File: src/sv/spq_pkg.sv
package spq_pkg;

	localparam int VALUE_W = 11;
	localparam int OCC_W   = 5;
	localparam int STAT_W  = 2;

	typedef logic signed [VALUE_W-1:0] value_t;

	localparam logic CMD_INSERT = 1'b0;
	localparam logic CMD_REMOVE = 1'b1;

	localparam logic [STAT_W-1:0] ST_OK    = 2'd0;
	localparam logic [STAT_W-1:0] ST_EMPTY = 2'd1;
	localparam logic [STAT_W-1:0] ST_FULL  = 2'd2;

	localparam logic [1:0] REG_DESCENDING     = 2'd0;
	localparam logic [1:0] REG_TAKE_FROM_TAIL = 2'd1;
	localparam logic [1:0] REG_TIES_BEHIND    = 2'd2;

	typedef enum logic [1:0] {
		OP_HOLD,
		OP_INSERT,
		OP_POP_HEAD,
		OP_POP_TAIL
	} op_t;

	typedef struct packed {
		op_t    op;
		logic   descending;
		logic   ties_behind;
		value_t value;
	} cell_ctrl_t;

	typedef struct packed {
		logic   take;
		logic   occ;
		logic   is_tail;
		value_t value;
	} cell_stat_t;

endpackage

File: src/sv/spq_cell.sv
module spq_cell (
	input  logic                clk,
	input  logic                arst_n,
	input  spq_pkg::cell_ctrl_t ctrl,
	input  logic                left_take,
	input  logic                left_occ,
	input  spq_pkg::value_t     left_value,
	input  logic                right_occ,
	input  spq_pkg::value_t     right_value,
	output spq_pkg::cell_stat_t stat
);
	import spq_pkg::*;

	value_t value_q;
	logic   occ_q;
	value_t value_d;
	logic   occ_d;
	logic   goes_ahead;

	always_comb begin
		if (ctrl.descending) begin
			goes_ahead = ctrl.ties_behind ? (value_q < ctrl.value) : (value_q <= ctrl.value);
		end else begin
			goes_ahead = ctrl.ties_behind ? (value_q > ctrl.value) : (value_q >= ctrl.value);
		end
	end

	always_comb begin
		stat.take    = !occ_q || goes_ahead;
		stat.occ     = occ_q;
		stat.is_tail = occ_q && !right_occ;
		stat.value   = value_q;
	end

	always_comb begin
		value_d = value_q;
		occ_d   = occ_q;
		case (ctrl.op)
			OP_INSERT: begin
				if (left_take) begin
					value_d = left_value;
					occ_d   = left_occ;
				end else if (stat.take) begin
					value_d = ctrl.value;
					occ_d   = 1'b1;
				end
			end
			OP_POP_HEAD: begin
				value_d = right_value;
				occ_d   = right_occ;
			end
			OP_POP_TAIL: begin
				occ_d = occ_q && right_occ;
			end
			default: begin
				value_d = value_q;
				occ_d   = occ_q;
			end
		endcase
	end

	always_ff @(posedge clk) begin
		value_q <= value_d;
	end

	always_ff @(posedge clk or negedge arst_n) begin
		if (!arst_n) begin
			occ_q <= 1'b0;
		end else begin
			occ_q <= occ_d;
		end
	end

endmodule

File: src/sv/sorted_priority_queue.sv
// Sorted priority queue built as a row of CAPACITY cells, one held value per cell,
// head in the first cell. Every cell compares the incoming value with its own entry
// at once, so an insert, a head remove or a tail remove is done by all cells together,
// and a new command is taken every cycle while s_axis_tready is high; the result of a
// command appears in the output register on the next cycle, and s_axis_tready drops
// only while that register holds a result that has not been taken. Order (ascending
// or descending), the end a remove takes from, and the placement among equal values
// are set through the APB registers and must be written while no command is in flight.
// No clearing pass follows reset: the queue is empty and ready at once.
module sorted_priority_queue #(
	parameter int CAPACITY = 16
) (
	input  logic        clk,
	input  logic        arst_n,
	input  logic        s_axis_tvalid,
	output logic        s_axis_tready,
	input  logic [15:0] s_axis_tdata,  // [10:0] value
	input  logic        s_axis_tuser,  // [0] cmd
	output logic        m_axis_tvalid,
	input  logic        m_axis_tready,
	output logic [23:0] m_axis_tdata,  // [10:0] removed_value, [12:11] status, [17:13] occupancy
	output logic        m_axis_tuser,  // [0] removed_valid
	input  logic        psel,
	input  logic        penable,
	input  logic        pwrite,
	input  logic [3:0]  paddr,
	input  logic [31:0] pwdata,
	output logic [31:0] prdata,
	output logic        pready
);
	import spq_pkg::*;

	localparam int CNT_W = $clog2(CAPACITY + 1);

	logic             descending_q;
	logic             take_from_tail_q;
	logic             ties_behind_q;
	logic [CNT_W-1:0] count_q;
	logic [CNT_W-1:0] count_d;
	logic             m_valid_q;
	value_t           m_value_q;
	logic             m_rvalid_q;
	logic [STAT_W-1:0] m_status_q;
	logic [OCC_W-1:0] m_occ_q;

	logic             s_fire;
	logic             wr_en;
	logic             full;
	logic             empty;
	value_t           in_value;
	cell_ctrl_t       ctrl;
	cell_stat_t       stat [CAPACITY];
	logic [CAPACITY:0] take_w;
	logic [CAPACITY:0] occ_w;
	value_t           val_w [CAPACITY+1];
	logic [CAPACITY-1:0] tail_vec;
	value_t           tail_value;
	value_t           removed_d;
	logic             rvalid_d;
	logic [STAT_W-1:0] status_d;

	assign pready        = 1'b1;
	assign wr_en         = psel && penable && pwrite && pready;
	assign s_axis_tready = !m_valid_q || m_axis_tready;
	assign s_fire        = s_axis_tvalid && s_axis_tready;
	assign in_value      = s_axis_tdata[VALUE_W-1:0];
	assign full          = (count_q == CNT_W'(CAPACITY));
	assign empty         = (count_q == '0);

	always_comb begin
		case (paddr[3:2])
			REG_DESCENDING:     prdata = {31'd0, descending_q};
			REG_TAKE_FROM_TAIL: prdata = {31'd0, take_from_tail_q};
			REG_TIES_BEHIND:    prdata = {31'd0, ties_behind_q};
			default:            prdata = 32'd0;
		endcase
	end

	always_ff @(posedge clk or negedge arst_n) begin
		if (!arst_n) begin
			descending_q     <= 1'b0;
			take_from_tail_q <= 1'b0;
			ties_behind_q    <= 1'b0;
		end else if (wr_en) begin
			case (paddr[3:2])
				REG_DESCENDING:     descending_q     <= pwdata[0];
				REG_TAKE_FROM_TAIL: take_from_tail_q <= pwdata[0];
				REG_TIES_BEHIND:    ties_behind_q    <= pwdata[0];
				default: begin
				end
			endcase
		end
	end

	always_comb begin
		ctrl.op          = OP_HOLD;
		ctrl.descending  = descending_q;
		ctrl.ties_behind = ties_behind_q;
		ctrl.value       = in_value;
		count_d          = count_q;
		status_d         = ST_OK;
		rvalid_d         = 1'b0;
		removed_d        = '0;
		if (s_axis_tuser == CMD_INSERT) begin
			if (full) begin
				status_d = ST_FULL;
			end else begin
				ctrl.op = s_fire ? OP_INSERT : OP_HOLD;
				count_d = count_q + 1'b1;
			end
		end else begin
			if (empty) begin
				status_d = ST_EMPTY;
			end else begin
				ctrl.op   = s_fire ? (take_from_tail_q ? OP_POP_TAIL : OP_POP_HEAD) : OP_HOLD;
				count_d   = count_q - 1'b1;
				rvalid_d  = 1'b1;
				removed_d = take_from_tail_q ? tail_value : val_w[0];
			end
		end
	end

	assign take_w[0] = 1'b0;
	assign occ_w[CAPACITY] = 1'b0;
	assign val_w[CAPACITY] = '0;

	for (genvar i = 0; i < CAPACITY; i++) begin : g_cell
		spq_cell u_cell (
			.clk         (clk),
			.arst_n      (arst_n),
			.ctrl        (ctrl),
			.left_take   (take_w[i]),
			.left_occ    ((i == 0) ? 1'b0 : occ_w[(i == 0) ? 0 : i - 1]),
			.left_value  (val_w[(i == 0) ? CAPACITY : i - 1]),
			.right_occ   (occ_w[i+1]),
			.right_value (val_w[i+1]),
			.stat        (stat[i])
		);
		assign take_w[i+1] = stat[i].take;
		assign occ_w[i]    = stat[i].occ;
		assign val_w[i]    = stat[i].value;
		assign tail_vec[i] = stat[i].is_tail;
	end

	always_comb begin
		tail_value = '0;
		for (int i = 0; i < CAPACITY; i++) begin
			tail_value = tail_value | (val_w[i] & {VALUE_W{tail_vec[i]}});
		end
	end

	always_ff @(posedge clk or negedge arst_n) begin
		if (!arst_n) begin
			count_q   <= '0;
			m_valid_q <= 1'b0;
		end else begin
			if (s_fire) begin
				count_q <= count_d;
			end
			if (s_fire) begin
				m_valid_q <= 1'b1;
			end else if (m_axis_tready) begin
				m_valid_q <= 1'b0;
			end
		end
	end

	always_ff @(posedge clk) begin
		if (s_fire) begin
			m_value_q  <= removed_d;
			m_rvalid_q <= rvalid_d;
			m_status_q <= status_d;
			m_occ_q    <= OCC_W'(count_d);
		end
	end

	assign m_axis_tvalid = m_valid_q;
	assign m_axis_tdata  = {6'd0, m_occ_q, m_status_q, m_value_q};
	assign m_axis_tuser  = m_rvalid_q;

`ifndef ASSERT_OFF
	a_count_bound: assert property (@(posedge clk) disable iff (!arst_n)
		count_q <= CNT_W'(CAPACITY))
		else $error("entry count above capacity");

	a_tail_onehot: assert property (@(posedge clk) disable iff (!arst_n)
		$onehot0(tail_vec))
		else $error("more than one tail cell");

	a_head_occ: assert property (@(posedge clk) disable iff (!arst_n)
		occ_w[0] == (count_q != '0))
		else $error("head cell occupancy disagrees with count");

	a_full_drop: assert property (@(posedge clk) disable iff (!arst_n)
		(s_fire && s_axis_tuser == CMD_INSERT && full) |=>
		(m_status_q == ST_FULL && $stable(count_q)))
		else $error("insert on full queue not dropped");
`endif

endmodule

File: config.mk
export PLATFORM = sky130hd
export DESIGN_NAME = sorted_priority_queue
export DESIGN_NICKNAME = d
export VERILOG_FILES = /design/src/sv/spq_pkg.sv /design/src/sv/spq_cell.sv /design/src/sv/sorted_priority_queue.sv
export SDC_FILE = /design/constraint.sdc
export NUM_CORES = 1
export LEC_CHECK = 0
export BUFFER_PORTS_ARGS = -buffer_cell sky130_fd_sc_hd__buf_2
export CAP_MARGIN = 0
export CORE_MARGIN = 2
export CORE_UTILIZATION = 35
export DETAILED_ROUTE_END_ITERATION = 6
export PLACE_DENSITY_LB_ADDON = 0.05
export SKIP_CTS_REPAIR_TIMING = 1
export SYNTH_ARGS = -nofsm -noshare
export SYNTH_HDL_FRONTEND = slang
export SYNTH_SLANG_ARGS = --single-unit
File: constraint.sdc
create_clock -name clk -period 4.37 [get_ports clk]
set_clock_uncertainty 0.05 [all_clocks]
set_input_delay 0.6555 -clock clk [delete_from_list [all_inputs] [get_ports clk]]
set_output_delay 0.6555 -clock clk [all_outputs]
set_load 0.05 [all_outputs]
Yosys cells after proc, flatten, opt, wreduce, memory -nomap -nowiden
Index checks and enable logic that the tools add are counted.
Storage, ports and cells
  register bits after elaboration: 220
  input bits: 60
Operators by class
  add/subtract/negate cells: 2
  equality and inequality tests: 22
  mux-type cells: 159
  reductions and logical operators: 110
  bitwise logic cells: 32
  $lt $le $gt $ge: 64
Operator list (number)
  $mux 11: 32
  $pmux 11 s2: 16
  $and 11x11->11: 16
  $ge 11x11->1: 16
  $gt 11x11->1: 16
  $le 11x11->1: 16
  $lt 11x11->1: 16
  $or 11x11->11: 15
  $mux 1: 86
  $reduce_and 2->1: 35
  $pmux 1 s3: 16
  $ne 3x1->1 const B: 15
  $logic_and 1x1->1: 33
  $logic_not 1->1: 17
  $logic_or 1x1->1: 17
  $mux 5: 3
  $mux 2: 5
  $eq 2x2->1 const B: 3
  $reduce_bool 2->1: 3
  $add 5x1->5 const B: 1
  $eq 5x5->1 const B: 1
  $logic_not 5->1: 1
  $sub 5x1->5 const B: 1
  $eq 2x1->1 const B: 2
  6 further kinds: 7

Depth between registers and ports, before layout
  word-level depth: 19
  depth in mapped cells: 16

By module
A second synthesis with hierarchy kept.
Second synthesis, totals
  cell total of the unflattened synthesis: 2160
  area, all modules: 19282.2 µm²
By module, submodules not included
  spq_cell: times used 16, area an instance 1042.2 µm², cells each 116
  sorted_priority_queue: times used 1, area an instance 2606.2 µm², cells each 304

Worst setup path after synthesis
Ideal clock, no wire load.
  kind: input -> register
  from: input port s_axis_tdata[10]
  to: register g_cell[6].u_cell.value_q[0] (enable)
  data required time: 3934 ps
  cell stages on the path: 11
  setup slack: 190 ps
  arrival time: 3744 ps
  cell sequence: clkbuf_1 > inv_1 > ha_1 > buf_6 > nand4_1 > or2_1 > o311ai_2 > mux2i_2 > buf_4 > mux2_2 > a31oi_1
Between the ends
  word-level cells in the longest chain between the ends: 6
  elaborated cells on any way between the ends: 18
  those cells by class: order compare (8); eq/ne (1); mux (6); reduce/logical (3)
RTL lines
  start: declaration: line sorted_priority_queue.sv:17  | input logic [15:0] s_axis_tdata,
  $ge 11x11->1, or another cell as far along: line spq_cell.sv:24  | goes_ahead = ctrl.ties_behind ? (value_q > ctrl.value) : (value_q >= ctrl.value);
  $mux 1, on equally long branches: line spq_cell.sv:24, spq_cell.sv:22
  $mux 1: line spq_cell.sv:21  | if (ctrl.descending) begin
  $logic_or 1x1->1: line spq_cell.sv:29  | stat.take = !occ_q || goes_ahead;
  $ne 3x1->1 (no source line) (*)
  $reduce_and 2->1 (no source line) (*)
  end signal: assignment: line spq_cell.sv:63  | value_q <= value_d;
  end: declaration: line spq_cell.sv:14  | value_t value_q;
Mark *: on every way between the ends. The rest lies on a longest branch, timed or not.
A chain may end at the register's enable or synchronous reset.

Worst setup path in the final report
  from: register count_q[0]
  to: register g_cell[1].u_cell.value_q[5] (enable)
Between the ends
  word-level cells in the longest chain between the ends: 6
  elaborated cells on any way between the ends: 10
  those cells by class: eq/ne (4); mux (3); reduce/logical (3)
RTL lines
  start: declaration: line sorted_priority_queue.sv:38  | logic [CNT_W-1:0] count_q;
  start signal: assignment: line sorted_priority_queue.sv:158  | count_q <= count_d;
  $eq 5x5->1 or $logic_not 5->1 (tied branches): line sorted_priority_queue.sv:67, sorted_priority_queue.sv:68
  $mux 1 or $mux 2 (tied branches): line sorted_priority_queue.sv:105, sorted_priority_queue.sv:112
  $mux 2 (*): line sorted_priority_queue.sv:104  | if (s_axis_tuser == CMD_INSERT) begin
  $eq 2x1->1 or $eq 2x2->1 (tied branches): line spq_cell.sv:38  | case (ctrl.op)
  $ne 3x1->1 (no source line) or $reduce_bool 2->1 (tied branches)
  $reduce_and 2->1 (no source line) (*)
  end signal: assignment: line spq_cell.sv:63
  end: declaration: line spq_cell.sv:14
Marked as above.

==> flow_summary.json <==
{
  "routabilityCongestion": 1.041,
  "dp_hpwl_microns": 66650,
  "synth_area_leaders": "edfxtp_1 (33%), ha_1 (13%), mux2i_1 (4.4%)",
  "yosysTopAreaCell": "edfxtp_1",
  "wl_microns": 89090,
  "ys_seq_area_frac": 0.3646,
  "drv_cap": 0,
  "cts.path.max_buffers": 3,
  "cts_tree": "built",
  "cts.reportedPaths.clkPinSlew_ps": 60,
  "post-place-ws_ps": 273.5,
  "syn_inst": 1862,
  "synth_compound_area_frac": 0.2288,
  "track_usage": 0.3335,
  "slew_viol_final": 0,
  "synth.most_common_cell": "edfxtp_1",
  "ys_seq_elements": 220,
  "nFillCells": 5012,
  "multiInputGateArea_sq_um": 10250,
  "slew_headroom": 0.1901,
  "die_w_microns": 229.4,
  "core_area_sq_um": 50170,
  "start_kind": "flop",
  "failed_checks": "design-rule violations",
  "area_growth_pct": 14.01,
  "place_area_sq_um": 19300,
  "drtAntennaViolNets": 0,
  "hold_slack_ps": 41.77,
  "final-hold-violation-count": 0,
  "cp_slowest_stage_delay_ps": 880,
  "layout-drive-gt1-share": 0.1314,
  "syn_area_per_cell_sq_um": 9.547,
  "synth.area.mux_share": 0.04976,
  "yosys.area_share.simple": 0.1586,
  "grt_pass1_vias": 15941,
  "reg2reg_slack_ps": 790,
  "yosysTopAreaCellShare": 0.3294,
  "setup_viol": 0,
  "reg2reg_to": "g_cell[1].u_cell.value_q[5]$_DFFE_PP_",
  "ioPinCount": 120,
  "crit_top_cell": "nand2_1",
  "drc": 1,
  "antenna_found_initial": 2,
  "timing.fmax_mhz": 279.5,
  "status": "complete, but fails checks",
  "reg2reg_from": "count_q[0]$_DFFE_PN0P_",
  "peakVddDrop_uv": 352.2,
  "clock_latency_ps": 600,
  "grt_first_pass_wirelength_microns": 123900,
  "synth_cell_types": 75,
  "die_h_microns": 229.4,
  "path_max_fanout": 17,
  "ys_async_sr_fraction": 0.1136,
  "hp-class": "in2async",
  "start_util": 0.3543,
  "yosysWarnings": 0,
  "synth_flop_cell": "edfxtp_1",
  "finalInstanceArea_sq_um": 20270,
  "drt_iter0_markers": 2210,
  "crit_chain": "inv_1 -> ha_1 -> nand2_1 -> nand2_1 -> clkinv_1 -> buf_4 -> nand2_1 -> ha_1 -> and2_1 -> a21oi_1",
  "power_density_nw_per_um2": 649.1,
  "vias": 16902,
  "rsz0062_at_grt": "false",
  "syn_area_sq_um": 17780,
  "synth_top_family_by_area": "compound AO/OA/AOI/OAI gates",
  "htreeDepth": 1,
  "portBuffers": 43,
  "regArea_sq_um": 6481,
  "cts_sinks": 220,
  "numCtsBuffers": 30,
  "post-route-min-period_ps": 3578,
  "fin_setup_tns_ps": 0,
  "grt_max_degree": 61,
  "ys_top_cells_by_count": "edfxtp_1 (195), ha_1 (182), nand2_1 (161)",
  "cp.arrival_ps": 3750,
  "vias_per_cell": 6.412,
  "r2r_cells": 10,
  "endpoint_kind": "flop",
  "cp_slowest_cell": "a21oi_1",
  "fin_nets": 2181,
  "synth_edf_count": 195,
  "cts_root_buffer": "clkbuf_16",
  "rows": 82,
  "drt_pass1_iterations": 7,
  "setup_ws_ps": 792.0,
  "worst-setup-path-type": "reg2reg",
  "die_area_sq_um": 52610,
  "post_drt_wl_per_cell_microns": 33.80,
  "synth-xor-area-share": 0.001971,
  "worst_pin_slew_ps": 1210,
  "cellLeakagePower_uw": 0.008116,
  "synthAdderAreaFrac": 0.1281,
  "worstPathRequired_ps": 4540,
  "grt-ovfl-total": 0,
  "period_share": 0.8188
}
[worst max-delay path: cells and delay by family, from the launching register on]
kind	cells	cell delay, ps
compound gates	1	880
fa+ha+maj	2	750
simple gates	4	580
flops	1	520
buf+inv	3	420
[cell usage in the layout, fill, tap and decap left out, types with 47 or more instances in the layout]
cell type,n
mux2i_1,74
buf_4,130
nor2_1,65
a221o_1,59
inv_1,92
edfxtp_1,195
ha_1,181
a21oi_1,75
a22oi_1,58
nand2_1,161
o21ai_0,103
nand3_1,47
[layout make-up]
type | count | area share
Antenna cell | 1 | 0.0001235
Clock buffer | 41 | 0.04260
Clock inverter | 15 | 0.005247
Inverter | 93 | 0.01722
Multi-Input combinational cell | 1412 | 0.5059
Sequential cell | 220 | 0.3198
Tap cell | 672 | 0.04148
Timing Repair Buffer | 182 | 0.06766
[cells by family after synthesis]
family          Yosys count
compound gates          564
simple gates            538
buf+inv                 266
flops                   220
fa+ha+maj               182
mux                      86
xor+xnor                  4
other cells               2
[state kept, by name, summed over array words and instances (netlist names)]
| name | cells |
|---|---|
| m_axis_tvalid | 1 |
| m_occ_q | 5 |
| m_value_q | 11 |
| g_cell.u_cell.value_q | 176 |
| ties_behind_q | 1 |
| g_cell.u_cell.occ_q | 16 |
| count_q | 5 |
| m_axis_tuser | 1 |
| descending_q | 1 |
| m_status_q | 2 |
| take_from_tail_q | 1 |
[metrics by stage]
step / cells / power, uW / utilization
2_1_floorplan: 1898 / 7707 / -
3_5_place_dp: 2579 / 10410 / 0.3846
4_1_cts: 2635 / 12920 / 0.4039
6_report: 2636 / 13160 / 0.4040
3_3_place_gp: 2579 / 10350 / 0.3846
5_1_grt: 2635 / 13690 / 0.4039
[layer usage]
metal / vias up / routed length (microns) / global-route usage
met5: - / 0 / 0
met2: 1017 / 38210 / 0.5047
li1: 7323 / - / -
met1: 8361 / 37180 / 0.4621
met4: 0 / 5054 / 0.1617
met3: 201 / 8645 / 0.05428
[power breakdown]
part           internal [uW]  switching, uW  total (uW)
Clock                   1430           1070        2510
Sequential              3220           1320        4540
Combinational           2290           3820        6110
[how the worst max path moves through the flow]
stage / from / end / slack (ps) / cells past startpoint
after floorplan: s_axis_tdata[10] / g_cell[6].u_cell.value_q[0]$_DFFE_PP_ / 190 / 11
after global placement: s_axis_tdata[8] / g_cell[13].u_cell.value_q[9]$_DFFE_PP_ / 210 / 12
after detailed placement: s_axis_tdata[5] / g_cell[3].u_cell.value_q[2]$_DFFE_PP_ / 270 / 12
after CTS: count_q[0]$_DFFE_PN0P_ / g_cell[1].u_cell.value_q[6]$_DFFE_PP_ / 770 / 10
after global routing: count_q[0]$_DFFE_PN0P_ / g_cell[1].u_cell.value_q[5]$_DFFE_PP_ / 550 / 10
final: count_q[0]$_DFFE_PN0P_ / g_cell[1].u_cell.value_q[5]$_DFFE_PP_ / 790 / 10
Power figures use the tool's default switching activity.
